<file path="src/design/grq_pkg.sv">
// shared types and constants for the graph reachability query block
// no dependencies
`default_nettype none

package grq_pkg;

  localparam int unsigned NODES = 8;
  localparam int unsigned IdxW  = 3;
  localparam int unsigned AdjW  = 64;
  localparam int unsigned InW   = 8;
  localparam int unsigned OutW  = 8;

  typedef struct packed {
    logic            valid;
    logic            kill;
    logic [IdxW-1:0] dst;
    logic [NODES-1:0] seen;
  } grq_stage_t;

endpackage

`default_nettype wire

</file>
<file path="src/design/grq_adj_reg.sv">
// adjacency matrix register, written through the configuration channel
// depends on grq_pkg
`default_nettype none

module grq_adj_reg
  import grq_pkg::*;
(
  input  wire logic            clk_i,
  input  wire logic            rst_ni,
  input  wire logic            wr_en_i,
  input  wire logic [AdjW-1:0] wr_data_i,
  output      logic [AdjW-1:0] adj_o
);

  logic [AdjW-1:0] adj_q;
  logic [AdjW-1:0] adj_d;

  assign adj_d = wr_en_i ? wr_data_i : adj_q;

  always_ff @(posedge clk_i or negedge rst_ni) begin
    if (!rst_ni) begin
      adj_q <= '0;
    end else begin
      adj_q <= adj_d;
    end
  end

  assign adj_o = adj_q;

endmodule

`default_nettype wire

</file>
<file path="src/design/grq_expand_stage.sv">
// one frontier expansion step with its pipeline register
// depends on grq_pkg
`default_nettype none

module grq_expand_stage
  import grq_pkg::*;
(
  input  wire logic            clk_i,
  input  wire logic            rst_ni,
  input  wire logic            en_i,
  input  wire logic [AdjW-1:0] adj_i,
  input  wire grq_stage_t      stage_i,
  output      grq_stage_t      stage_o
);

  grq_stage_t stage_q;
  grq_stage_t stage_d;
  logic [NODES-1:0] next_seen;

  // add successors of every node already reached
  always_comb begin
    next_seen = stage_i.seen;
    for (int unsigned n = 0; n < NODES; n++) begin
      if (stage_i.seen[n]) begin
        next_seen = next_seen | adj_i[n*NODES +: NODES];
      end
    end
    stage_d      = stage_i;
    stage_d.seen = next_seen;
  end

  always_ff @(posedge clk_i or negedge rst_ni) begin
    if (!rst_ni) begin
      stage_q.valid <= 1'b0;
    end else if (en_i) begin
      stage_q <= stage_d;
    end
  end

  assign stage_o = stage_q;

endmodule

`default_nettype wire

</file>
<file path="src/design/graph_reachability_query.sv">
// top level of the graph reachability query: entry register, expansion pipeline, output
// depends on grq_pkg, grq_adj_reg, grq_expand_stage
//
//   channel   direction  handshake                       word
//   s_axis    in         s_axis_tvalid / s_axis_tready   [2:0] source, [5:3] dest
//   m_axis    out        m_axis_tvalid / m_axis_tready   [0] reachable
//   cfg       in         cfg_valid_i / cfg_ready_o       [63:0] adjacency bits
//
// one word in per cycle while the output word is not waiting; the result word passes the
// entry register, NODES expansion stages and the output register before it is valid
// the whole pipeline holds while the output word waits; nothing is lost or repeated
// reset clears the valid bits and the adjacency register; cfg is always ready
`default_nettype none

module graph_reachability_query
  import grq_pkg::*;
(
  input  wire logic            clk_i,
  input  wire logic            rst_ni,
  input  wire logic            s_axis_tvalid,
  output      logic            s_axis_tready,
  input  wire logic [InW-1:0]  s_axis_tdata,   // [2:0] source_node, [5:3] dest_node
  output      logic            m_axis_tvalid,
  input  wire logic            m_axis_tready,
  output      logic [OutW-1:0] m_axis_tdata,   // [0] reachable
  input  wire logic            cfg_valid_i,
  output      logic            cfg_ready_o,
  input  wire logic [AdjW-1:0] cfg_data_i
);

  logic            adv;
  logic [AdjW-1:0] adj;
  logic [IdxW-1:0] src;
  logic [IdxW-1:0] dst;
  grq_stage_t      entry_d;
  grq_stage_t      entry_q;
  grq_stage_t      pipe [NODES+1];
  logic            out_valid_q;
  logic            out_bit_q;
  logic            out_bit_d;

  assign cfg_ready_o = 1'b1;

  grq_adj_reg u_adj (
    .clk_i    (clk_i),
    .rst_ni   (rst_ni),
    .wr_en_i  (cfg_valid_i),
    .wr_data_i(cfg_data_i),
    .adj_o    (adj)
  );

  assign adv           = !out_valid_q || m_axis_tready;
  assign s_axis_tready = adv;

  assign src = s_axis_tdata[IdxW-1:0];
  assign dst = s_axis_tdata[2*IdxW-1:IdxW];

  always_comb begin
    entry_d.valid = s_axis_tvalid;
    entry_d.kill  = (src == dst) || ({1'b0, src} >= (IdxW+1)'(NODES))
                    || ({1'b0, dst} >= (IdxW+1)'(NODES));
    entry_d.dst   = dst;
    entry_d.seen  = '0;
    if (!entry_d.kill) begin
      entry_d.seen[src] = 1'b1;
    end
  end

  always_ff @(posedge clk_i or negedge rst_ni) begin
    if (!rst_ni) begin
      entry_q.valid <= 1'b0;
    end else if (adv) begin
      entry_q <= entry_d;
    end
  end

  assign pipe[0] = entry_q;

  for (genvar g = 0; g < NODES; g++) begin : g_step
    grq_expand_stage u_step (
      .clk_i  (clk_i),
      .rst_ni (rst_ni),
      .en_i   (adv),
      .adj_i  (adj),
      .stage_i(pipe[g]),
      .stage_o(pipe[g+1])
    );
  end

  assign out_bit_d = !pipe[NODES].kill && pipe[NODES].seen[pipe[NODES].dst];

  always_ff @(posedge clk_i or negedge rst_ni) begin
    if (!rst_ni) begin
      out_valid_q <= 1'b0;
    end else if (adv) begin
      out_valid_q <= pipe[NODES].valid;
    end
  end

  always_ff @(posedge clk_i) begin
    if (adv) begin
      out_bit_q <= out_bit_d;
    end
  end

  assign m_axis_tvalid = out_valid_q;
  assign m_axis_tdata  = {{(OutW-1){1'b0}}, out_bit_q};

endmodule

`default_nettype wire

</file>
<file path="config.mk">
export PLATFORM = sky130hd
export DESIGN_NAME = graph_reachability_query
export DESIGN_NICKNAME = d
export VERILOG_FILES = /design/src/design/grq_pkg.sv /design/src/design/grq_adj_reg.sv /design/src/design/grq_expand_stage.sv /design/src/design/graph_reachability_query.sv
export SDC_FILE = /design/constraint.sdc
export NUM_CORES = 1
export LEC_CHECK = 0
export ABC_CLOCK_PERIOD_IN_PS = 2500
export BUFFER_PORTS_ARGS = -buffer_cell sky130_fd_sc_hd__buf_2
export CORE_UTILIZATION = 35
export DETAILED_ROUTE_END_ITERATION = 8
export HOLD_SLACK_MARGIN = 0.03
export PLACE_DENSITY = 0.63
export SYNTH_ARGS = -nofsm -noshare
export SYNTH_HDL_FRONTEND = slang
export SYNTH_HIERARCHICAL = 1
export SYNTH_SLANG_ARGS = --single-unit
</file>
<file path="constraint.sdc">
create_clock -name clk_i -period 2.5 [get_ports clk_i]
set_clock_uncertainty 0.1 [all_clocks]
set_input_delay 0.125 -clock clk_i [delete_from_list [all_inputs] [get_ports clk_i]]
set_output_delay 0.125 -clock clk_i [all_outputs]
set_load 0.03 [all_outputs]
</file>
Word level (Yosys, flattened, before mapping)
Index checks and enable logic that the tools add are counted.

operators by class
  order comparisons = 3
  reductions and logical operators = 6
  multiplexer cells = 68
  bitwise gates (word level) = 64
  equal/unequal tests = 1

operator list
  cell                count
  $mux 8              64
  $or 8x8->8          64
  $lt 3x4->1 const B  2
  $bmux 1 s3          1
  $demux 1 s3         1
  $eq 3x3->1          1
  $ge 3x1->1 const B  1
  $logic_and 1x1->1   2
  $logic_not 1->1     2
  $mux 1              2
  $reduce_and 2->1    1
  $logic_or 1x1->1    1

storage, ports and cells
  output and inout port bits = 11
  bits in registers = 183

Depth between registers and ports, before layout
Gate-level depths: netlist of the first run.

  depth in word-level cells = 16
  depth in mapped cells = 4
  mapped depth without buffers = 3

Cells and area by module
The synthesis of the first run kept the hierarchy.

by module, submodules not included
  module                    instances  area each (sq um)  cells an instance
  grq_expand_stage          8          799.5              63
  grq_adj_reg               1          2678.8             135
  graph_reachability_query  1          719.4              57

Worst setup path before layout of the first run
Ideal clock, no wire load.

  kind = register to register
  start = register out_valid_q, in the netlist m_axis_tvalid
  end = register g_step[0].u_step.stage_q (netlist bit g_step[0].u_step/stage_o[0]), enable pin
  period minus slack after synthesis = 2.027 ns
  buffers on the path = 0
  path slack = 0.473 ns
  stages on the path, launching flop included = 3
  required time = 2.045 ns
  data arrival time = 1.572 ns
  cell sequence = dfrtp_1 -> nand2b_1 -> and2_1

on the way
  longest elaborated chain between the ends = 3

RTL lines
  what                               RTL line                        RTL
  start, declared                    graph_reachability_query.sv:38  logic out_valid_q;
  start signal, assigned             graph_reachability_query.sv:96  out_valid_q <= pipe[NODES].valid;
  $logic_not 1->1                    graph_reachability_query.sv:52  assign adv = !out_valid_q || m_axis_tready;
  $logic_or 1x1->1                   graph_reachability_query.sv:52
  net s_axis_tready                  graph_reachability_query.sv:21  output logic s_axis_tready,
  $reduce_and 2->1 (no source line)  -
  end signal, assigned               grq_expand_stage.sv:36          stage_q <= stage_d;
  end, declared                      grq_expand_stage.sv:16          grq_stage_t stage_q;

The timed path passes the listed nets, and every way through them passes these cells.
A chain may end at the register's enable or synchronous reset.

Worst setup path in the final report of the first run
  start = input port s_axis_tdata[2]
  end = register entry_q[0] (netlist name), data pin

on the way
  longest elaborated chain between the ends = 4
  elaborated cells between the ends (all ways) = 6
  classes of those cells = 2 x order compare; 1 x eq/ne; 2 x mux; 1 x reduce/logical

RTL lines
  what                                                            RTL line                        RTL
  start, declared                                                 graph_reachability_query.sv:22  input wire logic [InW-1:0] s_axis_tdata,
  $lt 3x4->1 (not written as such) or $ge 3x1->1 (tied branches)  graph_reachability_query.sv:65  entry_d.seen[src] = 1'b1;
  $logic_and 1x1->1 (not written as such)                         graph_reachability_query.sv:65
  $mux 1 (not written as such)                                    graph_reachability_query.sv:65
  $demux 1 s3                                                     graph_reachability_query.sv:65
  end signal, assigned                                            graph_reachability_query.sv:73  entry_q <= entry_d;
  end, declared                                                   graph_reachability_query.sv:36  grq_stage_t entry_q;

Parallel ways exist; a longest one is shown, timed or not.

==> results of run 1 <==
## cell type report
class	count	area, um^2	area share [%]
inverters	3	11.3	0.104
clock buffers	19	475	4.38
repair buffers	139	1050	9.69
clock inverters	13	121	1.12
flip-flops and latches	175	4920	45.4
multi-input cells	428	3840	35.4
well taps	335	419	3.86
diodes	2	5.00	0.0461
## worst max path at each step
| stage | start | end | slack [ps] |
|---|---|---|---|
| 2_1_floorplan | m_axis_tvalid$_DFFE_PN0P_ | g_step[0].u_step/stage_o[0]$_DFFE_PP_ | 470 |
| 3_3_place_gp | m_axis_tvalid$_DFFE_PN0P_ | entry_q[9]$_DFFE_PP_ | 660 |
| 3_5_place_dp | m_axis_tvalid$_DFFE_PN0P_ | entry_q[9]$_DFFE_PP_ | 590 |
| 4_1_cts | s_axis_tdata[2] | entry_q[0]$_SDFFCE_PN0P_ | 460 |
| 5_1_grt | s_axis_tdata[2] | entry_q[0]$_SDFFCE_PN0P_ | 340 |
| 6_report | s_axis_tdata[2] | entry_q[0]$_SDFFCE_PN0P_ | 450 |
## report_power, final
| group | internal [mW] | switching, mW | total, mW | leakage [nW] |
|---|---|---|---|---|
| clock | 1.51 | 1.20 | 2.71 | 0.297 |
| sequential | 3.42 | 0.684 | 4.11 | 1.62 |
| combinational | 0.596 | 0.469 | 1.07 | 1.93 |
| total | 5.53 | 2.35 | 7.88 | 3.85 |
## timing repair
action,in CTS,in global routing
buffers inserted,0,0
endpoints found under the setup margin,0,0
hold buffers,66,0
hold endpoints to repair,82,0
## metal layers
| layer | track usage [%] | vias up | part of all wire, % |
|---|---|---|---|
| met2 | 33.4 | 616 | 44 |
| met1 | 28.2 | 3517 | 38 |
| met4 | 12.4 | 0 | 5.7 |
| met5 | 0 | - | 0 |
| li1 | - | 2932 | - |
| met3 | 7.82 | 148 | 13 |
## stage by stage
stage | instances | total power, mW
3_5_place_dp | 1014 | 5.08
3_3_place_gp | 1014 | 5.05
6_report | 1114 | 7.88
5_1_grt | 1113 | 8.09
2_1_floorplan | 686 | 4.61
4_1_cts | 1112 | 7.83
## flip-flops by register name, indices dropped and copies added (netlist names)
signal,flops
entry_q,13
out_bit_q,1
g_step.u_step/stage_o,104
u_adj/adj_o,56
m_axis_tvalid,1
## worst max-delay path: stages
cell           delay [ps]
dlygate4sd3_1         520
buf_2                 150
xor2_1                180
o31ai_1               500
nor3_1                 80
dlygate4sd3_1         570
==> qor.txt, run 1 <==
Status: finished clean
Die W: 167 um
Critical path required time: 2580 ps
Worst-margin pin slew: 800 ps
Tot GR Track Use: 22.4%
DP Area: 9580 um^2
Fill cell instance count of the final layout: 2,429
Vias per cell: 6.47
Clk buf depth: 2
# Max-Cap Violations: 0
Largest net degree at the start of global routing: 63
Crit-path max FO: 6
Min-Delay Endpoint: u_adj/adj_o[24]$_DFFE_PN0P_
Finished Cell Area: 10,800 um^2
Starting density of the core: 36.1%
CP Class: primary input to flop
Final Max Tran Viols: 0
Number of global-route vias before repair: 7,096
Post-Syn Area: 9480 um^2
Clock Pin Slew Worst Setup and Hold Paths: 70 ps
P_leak: 3.85 nW
Area Overhead vs Synth: 14.4%
Die area: 27,800 um^2
Critical R2R Launch: m_axis_tvalid$_DFFE_PN0P_
Clock Latency Late Sink: 430 ps
Commonest non-fill, non-tap cell in the layout: edfxtp_1
Final core utilization: 41.3%
Synthesized instance count: 680
GR Overflow Total: 0
Initial drt markers: 1,325
Share of cells above drive strength 1: 30.2%
Synth Warn #: 6
Setup TNS: 0 ps
Post-cts gate resize count: 0
Hold WC Path Type: primary input to flop
Final hold viol count: 0
Worst EP arrival: 2130 ps
Port buffer count: 69
DIE HEIGHT: 167 um
Power per Cell Area: 726 nW/um^2
RSZ-0062 raised after global routing: no
Most frequent cells in the layout: edfxtp_1, buf_2, dfrtp_1, dlygate4sd3_1
Final setup violation count: 0
Number of cells on the worst reg-to-reg path: 3
# H-tree levels: 4
Final WS setup: 454 ps
Syn_area_per_cell: 13.9 um^2
Hold Slack: 206 ps
Post-DRT Antenna Nets: 0
Inserted Clock Buffers: 17
Nets: 841
Fmax: 489 MHz
Top Ports: 88
Hold Path Cell Cnt: 2
CTS tree: done
Drt wl/cell: 27.8 um
CP Launch Type: primary input
Max transition margin: 46.7%
Worst hold start: cfg_valid_i
Worst reg2reg path endpoint: entry_q[8]$_DFFE_PP_
# rows: 59
DRC viols: 0
Fin crit share: 81.9%
R2R setup slack: 600 ps
Vias post-DR: 7,213
Peak supply drop: 628 uV
GPL Wtd Cong: 0.923
Core Region: 26,300 um^2
DP Worst Slack: 588 ps
First-pass GRT wire length: 45.6 mm
Element type at the critical path end: flop
Initial antenna violation count: 1
Final WL: 31.0 mm
Min Tclk post-route: 2050 ps
Clock sink count: 175
Root buffer cell: clkbuf_16
Pre-antenna DRT Iters: 7
Post-detail-place hpwl: 18.4 mm
Power figures use the tool's default switching activity.
==> run 2, diff against run 1 <==
--- a/config.mk
+++ b/config.mk
@@ -5,12 +5,13 @@
 export SDC_FILE = /design/constraint.sdc
 export NUM_CORES = 1
 export LEC_CHECK = 0
-export ABC_CLOCK_PERIOD_IN_PS = 2500
+export ABC_AREA = 1
+export ABC_CLOCK_PERIOD_IN_PS = 2100
 export BUFFER_PORTS_ARGS = -buffer_cell sky130_fd_sc_hd__buf_2
 export CORE_UTILIZATION = 35
 export DETAILED_ROUTE_END_ITERATION = 8
 export HOLD_SLACK_MARGIN = 0.03
-export PLACE_DENSITY = 0.63
+export PLACE_DENSITY = 0.62
 export SYNTH_ARGS = -nofsm -noshare
 export SYNTH_HDL_FRONTEND = slang
 export SYNTH_HIERARCHICAL = 1
==> constraint.sdc (replaced) <==
create_clock -name clk_i -period 2.1 [get_ports clk_i]
set_clock_uncertainty 0.1 [all_clocks]
set_input_delay 0.105 -clock clk_i [delete_from_list [all_inputs] [get_ports clk_i]]
set_output_delay 0.105 -clock clk_i [all_outputs]
set_load 0.03 [all_outputs]
==> run 2 against run 1 <==
Against the previous run: sequential share of layout area down 4.3 points; utilization down 1.2 points; sequential cell count unchanged; critical endpoint is now entry_q[12]$_DFFE_PN0P_; highest routed layer unchanged.
==> qor.txt, run 2 <==
Element type at the critical path end: flop
Max FFs per register: 104 (unchanged)
Hold WC Path Type: primary input to flop
Fmax: 508 MHz
Clk buf depth: 2 (unchanged)
Drt wl/cell: 17.6 um (-37%)
Area Overhead vs Synth: 12.1%
Final hold viol count: 0 (unchanged)
# diodes: 0 (-2)
Seq. cell area: 4920 um^2 (unchanged)
Final Max Tran Viols: 0 (unchanged)
DRC viols: 0 (unchanged)
Syn_area_per_cell: 7.13 um^2 (-49%)
CTS tree: done
Final setup violation count: 0 (unchanged)
Final WL: 34.9 mm (+12%)
Post-CTS Setup Inserts: 0 (unchanged)
Crit-path slowest cell: dlygate4sd3_1
Worst-margin pin slew: 926 ps (+126 ps)
Post-detail-place hpwl: 21.8 mm (+19%)
Fin crit share: 93.8%
Fill cell instance count of the final layout: 2,996 (+23%)
DIE HEIGHT: 177 um (+6.1%)
Setup TNS: 0 ps (unchanged)
Crit-path cells: inv_1 > nor2_1 > inv_1 > buf_4 > nand2_1 > nand2_1 > dlygate4sd3_1
Top Ports: 88 (unchanged)
Share of cells above drive strength 1: 11.7% (-19 points)
Most frequent cells in the layout: nand2_1, nor2_1, edfxtp_1, inv_1
# Max-Cap Violations: 0 (unchanged)
Largest net degree at the start of global routing: 63 (unchanged)
Tot GR Track Use: 22.9% (+0.53 points)
CP max stage delay: 550 ps (-20 ps)
Crit path buf inv count: 4 (+1)
Critical R2R Launch: m_axis_tvalid$_DFFE_PN0P_
Min Tclk post-route: 1970 ps
Min-Delay Endpoint: u_adj/adj_o[55]$_DFFE_PN0P_
CP Class: flop to flop
Post-Syn Area: 10,700 um^2 (+13%)
Worst EP arrival: 2190 ps (+60 ps)
CP Launch Type: flop
Starting density of the core: 35.8% (-0.31 points)
Synth Warn #: 6 (unchanged)
Worst reg2reg path endpoint: entry_q[12]$_DFFE_PN0P_
Commonest non-fill, non-tap cell in the layout: nand2_1
Power per Cell Area: 807 nW/um^2 (+11%)
DP Worst Slack: 357 ps (-231 ps)
Total power: 9.66 mW (+23%)
Nets: 1,657 (+97%)
Pre-antenna DRT Iters: 6 (-1)
Number of global-route vias before repair: 8,881 (+25%)
R2R setup slack: 130 ps (-470 ps)
Synthesized instance count: 1,498 (+120%)
RSZ-0062 raised after global routing: no
# rows: 63 (+6.8%)
Status: finished clean
Vias post-DR: 9,725 (+35%)
Vias per cell: 4.90 (-24%)
Max transition margin: 38.3% (-8.4 points)
Worst hold start: cfg_valid_i
Port buffer count: 69 (unchanged)
Critical path depth in cells: 7 (+1)
Core Region: 29,900 um^2 (+14%)
Peak supply drop: 604 uV (-3.7%)
P_leak: 6.29 nW (+64%)
GPL Wtd Cong: 0.907 (-1.7%)
Final WS setup: 131 ps (-322 ps)
# H-tree levels: 4 (unchanged)
Die W: 177 um (+6.1%)
First-pass GRT wire length: 52.3 mm (+15%)
Multi-input logic area: 4470 um^2 (+16%)
Root buffer cell: clkbuf_16
Cell count after placement: 1,882 (+86%)
Initial drt markers: 1,029 (-22%)
Inserted Clock Buffers: 17 (unchanged)
GR Overflow Total: 0 (unchanged)
Clock Latency Late Sink: 440 ps (about the same)
Finished Layout Cells: 1,983 (+78%)
Clock sink count: 175 (unchanged)
Crit-path max FO: 18 (+12)
Clock Pin Slew Worst Setup and Hold Paths: 70 ps (about the same)
Final core utilization: 40.1% (-1.2 points)
Critical path required time: 2320 ps (-260 ps)
CP delay by family, top: buffers and inverters
Die area: 31,200 um^2 (+13%)
Hold Path Cell Cnt: 4 (+2)
Number of cells on the worst reg-to-reg path: 7 (+4)
Initial antenna violation count: 0 (-1)
Post-DRT Antenna Nets: 0 (unchanged)
run 2: layer usage:
layer  vias to the layer above  GRT usage [%]  part of all wire (%)
li1                       4619              -                     -
met5                         -              0                     0
met1                      4401           30.3                    40
met4                         0           12.9                   4.9
met2                       605           33.8                    43
met3                       100           5.97                    12
run 2: layout make-up:
cell class	count	area share, %
clock buffer	20	3.82
clock inverter	12	1.20
inverter	108	3.38
multi-input combinational	1135	37.3
sequential	175	41.1
tap	390	4.07
timing repair buffer	143	9.07
run 2: through the flow:
stage | cell area [um^2] | hold slack [ps]
5_1_grt | 12000 | 62.4
3_3_place_gp | 10700 | -88.0
3_5_place_dp | 10700 | -84.6
2_1_floorplan | 10700 | -291
4_1_cts | 12000 | 30.5
6_report | 12000 | 35.1
run 2: timing repair:
item	CTS	global route
hold endpoints to repair	70	0
resized for setup	0	0
hold buffers	69	0
run 2: how the worst max path moves through the flow:
stage                                    from  slack, ps                                     to
global placement    m_axis_tvalid$_DFFE_PN0P_        350  g_step[5].u_step/stage_o[0]$_DFFE_PP_
floorplan           m_axis_tvalid$_DFFE_PN0P_        130  g_step[0].u_step/stage_o[0]$_DFFE_PP_
detailed placement  m_axis_tvalid$_DFFE_PN0P_        360  g_step[3].u_step/stage_o[1]$_DFFE_PP_
finish              m_axis_tvalid$_DFFE_PN0P_        130                entry_q[12]$_DFFE_PN0P_
global route        m_axis_tvalid$_DFFE_PN0P_         20                entry_q[12]$_DFFE_PN0P_
CTS                 m_axis_tvalid$_DFFE_PN0P_        150                          s_axis_tready
run 2: worst min-delay path, cell delays in order:
cell and delay [ps]:
buf_2 90, inv_2 180, nand2_1 110, nand2_1 50
run 2: power by group:
group          total (mW)  leakage [nW]  switching (mW)  internal [mW]
sequential           4.86          1.68           0.772           4.09
clock                3.27         0.293            1.42           1.85
combinational        1.52          4.32           0.898          0.625
==> run 3, diff against run 2 <==
--- a/config.mk
+++ b/config.mk
@@ -8,9 +8,11 @@
 export ABC_AREA = 1
 export ABC_CLOCK_PERIOD_IN_PS = 2100
 export BUFFER_PORTS_ARGS = -buffer_cell sky130_fd_sc_hd__buf_2
+export CORE_ASPECT_RATIO = 0.5
 export CORE_UTILIZATION = 35
 export DETAILED_ROUTE_END_ITERATION = 8
 export HOLD_SLACK_MARGIN = 0.03
+export MAX_ROUTING_LAYER = met4
 export PLACE_DENSITY = 0.62
 export SYNTH_ARGS = -nofsm -noshare
 export SYNTH_HDL_FRONTEND = slang
==> run 3 against run 2 <==
Against the previous run: critical path depth fell by 2; die area up 0.14%; worst setup slack improved by 35 ps; final cell count grew 0.20%; power up 0.30%; combinational power is 3% higher; first-iteration DRC count grew 24%; count of clock-buffer cells in the layout rose by 5; utilization up 0.69 points; sequential cell count is the same; via count shrank 1.2%; fmax rose by 1.8%; critical endpoint is now s_axis_tready.
==> qor.txt, run 3 (synthesis gave the netlist of run 2 again) <==
First-pass GRT wire length: 53.9 mm (+2.9%)
Worst EP arrival: 1730 ps (-460 ps)
CP Class: flop to output port
Largest net degree at the start of global routing: 57 (-9.5%)
Final core utilization: 40.8% (+0.69 points)
Nets: 1,661 (+0.24%)
Post-DRT Antenna Nets: 0 (unchanged)
Status: finished clean
Drt wl/cell: 18.2 um (+3.6%)
Worst hold start: s_axis_tdata[2]
Final Max Tran Viols: 0 (unchanged)
Max transition margin: 43.5% (+5.3 points)
GPL Wtd Cong: 0.943 (+3.9%)
CP Launch Type: flop
Starting density of the core: 36.2% (+0.44 points)
Clock sink count: 175 (unchanged)
Clock Latency Late Sink: 440 ps (about the same)
Final WL: 36.2 mm (+3.9%)
Inserted Clock Buffers: 17 (unchanged)
Hold WC Path Type: primary input to flop
Area Overhead vs Synth: 12.6%
Final setup violation count: 0 (unchanged)
Crit-path max FO: 18 (unchanged)
Root buffer cell: clkbuf_16
Max FFs per register: 104 (unchanged)
Pre-antenna DRT Iters: 6 (unchanged)
Clk buf depth: 2 (unchanged)
Die area: 31,300 um^2 (+0.14%)
Element type at the critical path end: output port
Post-CTS Setup Inserts: 0 (unchanged)
Crit-path slowest cell: dfrtp_1
Tot GR Track Use: 24.2% (+1.3 points)
Core Region: 29,500 um^2 (-1.2%)
P_leak: 6.32 nW (+0.41%)
Min-Delay Endpoint: entry_q[1]$_SDFFCE_PN0P_
Crit-path cells: inv_1 > nor2_1 > inv_1 > buf_4 > buf_2
Initial drt markers: 1,272 (+24%)
Worst reg2reg path endpoint: g_step[0].u_step/stage_o[6]$_DFFE_PP_
Initial antenna violation count: 0 (unchanged)
CP max stage delay: 370 ps (-180 ps)
Critical R2R Launch: m_axis_tvalid$_DFFE_PN0P_
Number of cells on the worst reg-to-reg path: 5 (-2)
# Max-Cap Violations: 0 (unchanged)
GR Overflow Total: 0 (unchanged)
Crit path launch: m_axis_tvalid$_DFFE_PN0P_
Post-detail-place hpwl: 22.3 mm (+2.3%)
# rows: 44 (-30%)
RSZ-0062 raised after global routing: no
Final hold viol count: 0 (unchanged)
Die W: 249 um (+41%)
Most frequent CP cell: inv_1
Hold Path Cell Cnt: 4 (unchanged)
Vias post-DR: 9,607 (-1.2%)
Most frequent cells in the layout: nand2_1, nor2_1, edfxtp_1, inv_1, dlygate4sd3_1
DIE HEIGHT: 126 um (-29%)
Min Tclk post-route: 1930 ps (-34.7 ps)
Worst-margin pin slew: 847 ps (-78.8 ps)
DRC viols: 0 (unchanged)
CTS tree: done
Clock Pin Slew Worst Setup and Hold Paths: 60 ps (about the same)
Fmax: 517 MHz (+1.8%)
Share of cells above drive strength 1: 11.8% (+0.10 points)
Power per Cell Area: 805 nW/um^2 (-0.18%)
# H-tree levels: 4 (unchanged)
Commonest non-fill, non-tap cell in the layout: nand2_1
Top Ports: 88 (unchanged)
Fin crit share: 92.1% (-1.7 points)
Port buffer count: 69 (unchanged)
R2R setup slack: 360 ps (+230 ps)
# diodes: 0 (unchanged)
Setup TNS: 0 ps (unchanged)
Peak supply drop: 466 uV (-23%)
Critical path required time: 1890 ps (-430 ps)
Number of global-route vias before repair: 8,883 (+0.023%)
Vias per cell: 4.83 (-1.4%)
## run 3: cell types whose count changed in the layout (fill, tap and decap cells not counted), sizes merged, moves of 2 or more
cell | before | now
buf | 74 | 76
inv | 107 | 103
dlygate4sd3 | 69 | 71
bufinv | 2 | 0
clkbuf | 20 | 25
## run 3: critical path, delay by kind of cell (launching register included)
kind          cells  cell delay [ps]
buf+inv           4              860
flops             1              370
simple gates      1               60
## run 3: metal layers
| metal | vias to the layer above | global-route usage, % | part of all wire, % |
|---|---|---|---|
| met3 | 131 | 5.02 | 9.2 |
| met4 | 0 | 12.9 | 4.7 |
| met2 | 519 | 36.3 | 44 |
| li1 | 4616 | - | - |
| met5 | - | - | 0 |
| met1 | 4341 | 30.8 | 42 |
## run 3: power breakdown
part | internal, mW | total, mW | switching [mW] | leakage (nW)
Sequential | 4.09 | 4.87 | 0.774 | 1.68
Combinational | 0.639 | 1.56 | 0.918 | 4.33
Clock | 1.90 | 3.26 | 1.37 | 0.306
Total | 6.63 | 9.69 | 3.06 | 6.32
## run 3: metrics by stage
step / std cells / setup WS, ps / area [um^2] / power [mW] / hold slack [ps]
floorplan: 1504 / 129 / 10700 / 5.67 / -291
global placement: 1885 / 409 / 10700 / 6.29 / -84.0
detailed placement: 1885 / 407 / 10700 / 6.31 / -81.6
CTS: 1987 / 169 / 12000 / 9.66 / 34.2
finish: 1987 / 166 / 12000 / 9.69 / 43.2
global route: 1987 / 39.8 / 12000 / 10.1 / 65.7
## run 3: worst max-delay path by stage
stage,endpoint,slack (ps),depth (start not counted)
5_1_grt,s_axis_tready,40,5
6_report,s_axis_tready,170,5
2_1_floorplan,g_step[0].u_step/stage_o[0]$_DFFE_PP_,130,5
4_1_cts,s_axis_tready,170,5
3_3_place_gp,g_step[0].u_step/stage_o[7]$_DFFE_PP_,410,5
3_5_place_dp,g_step[0].u_step/stage_o[6]$_DFFE_PP_,410,5
## run 3: final cells by class
class,instances,area (um^2)
inverters,108,405
clock buffers,25,572
multi-input cells,1135,4470
well taps,391,489
repair buffers,147,1140
clock inverters,6,36.3
fillers,3014,17500
flip-flops and latches,175,4920
## run 3: what timing repair did
action | CTS | global route
hold buffers | 71 | 0
endpoints found under the hold margin | 131 | 0
resized for setup | 0 | 0
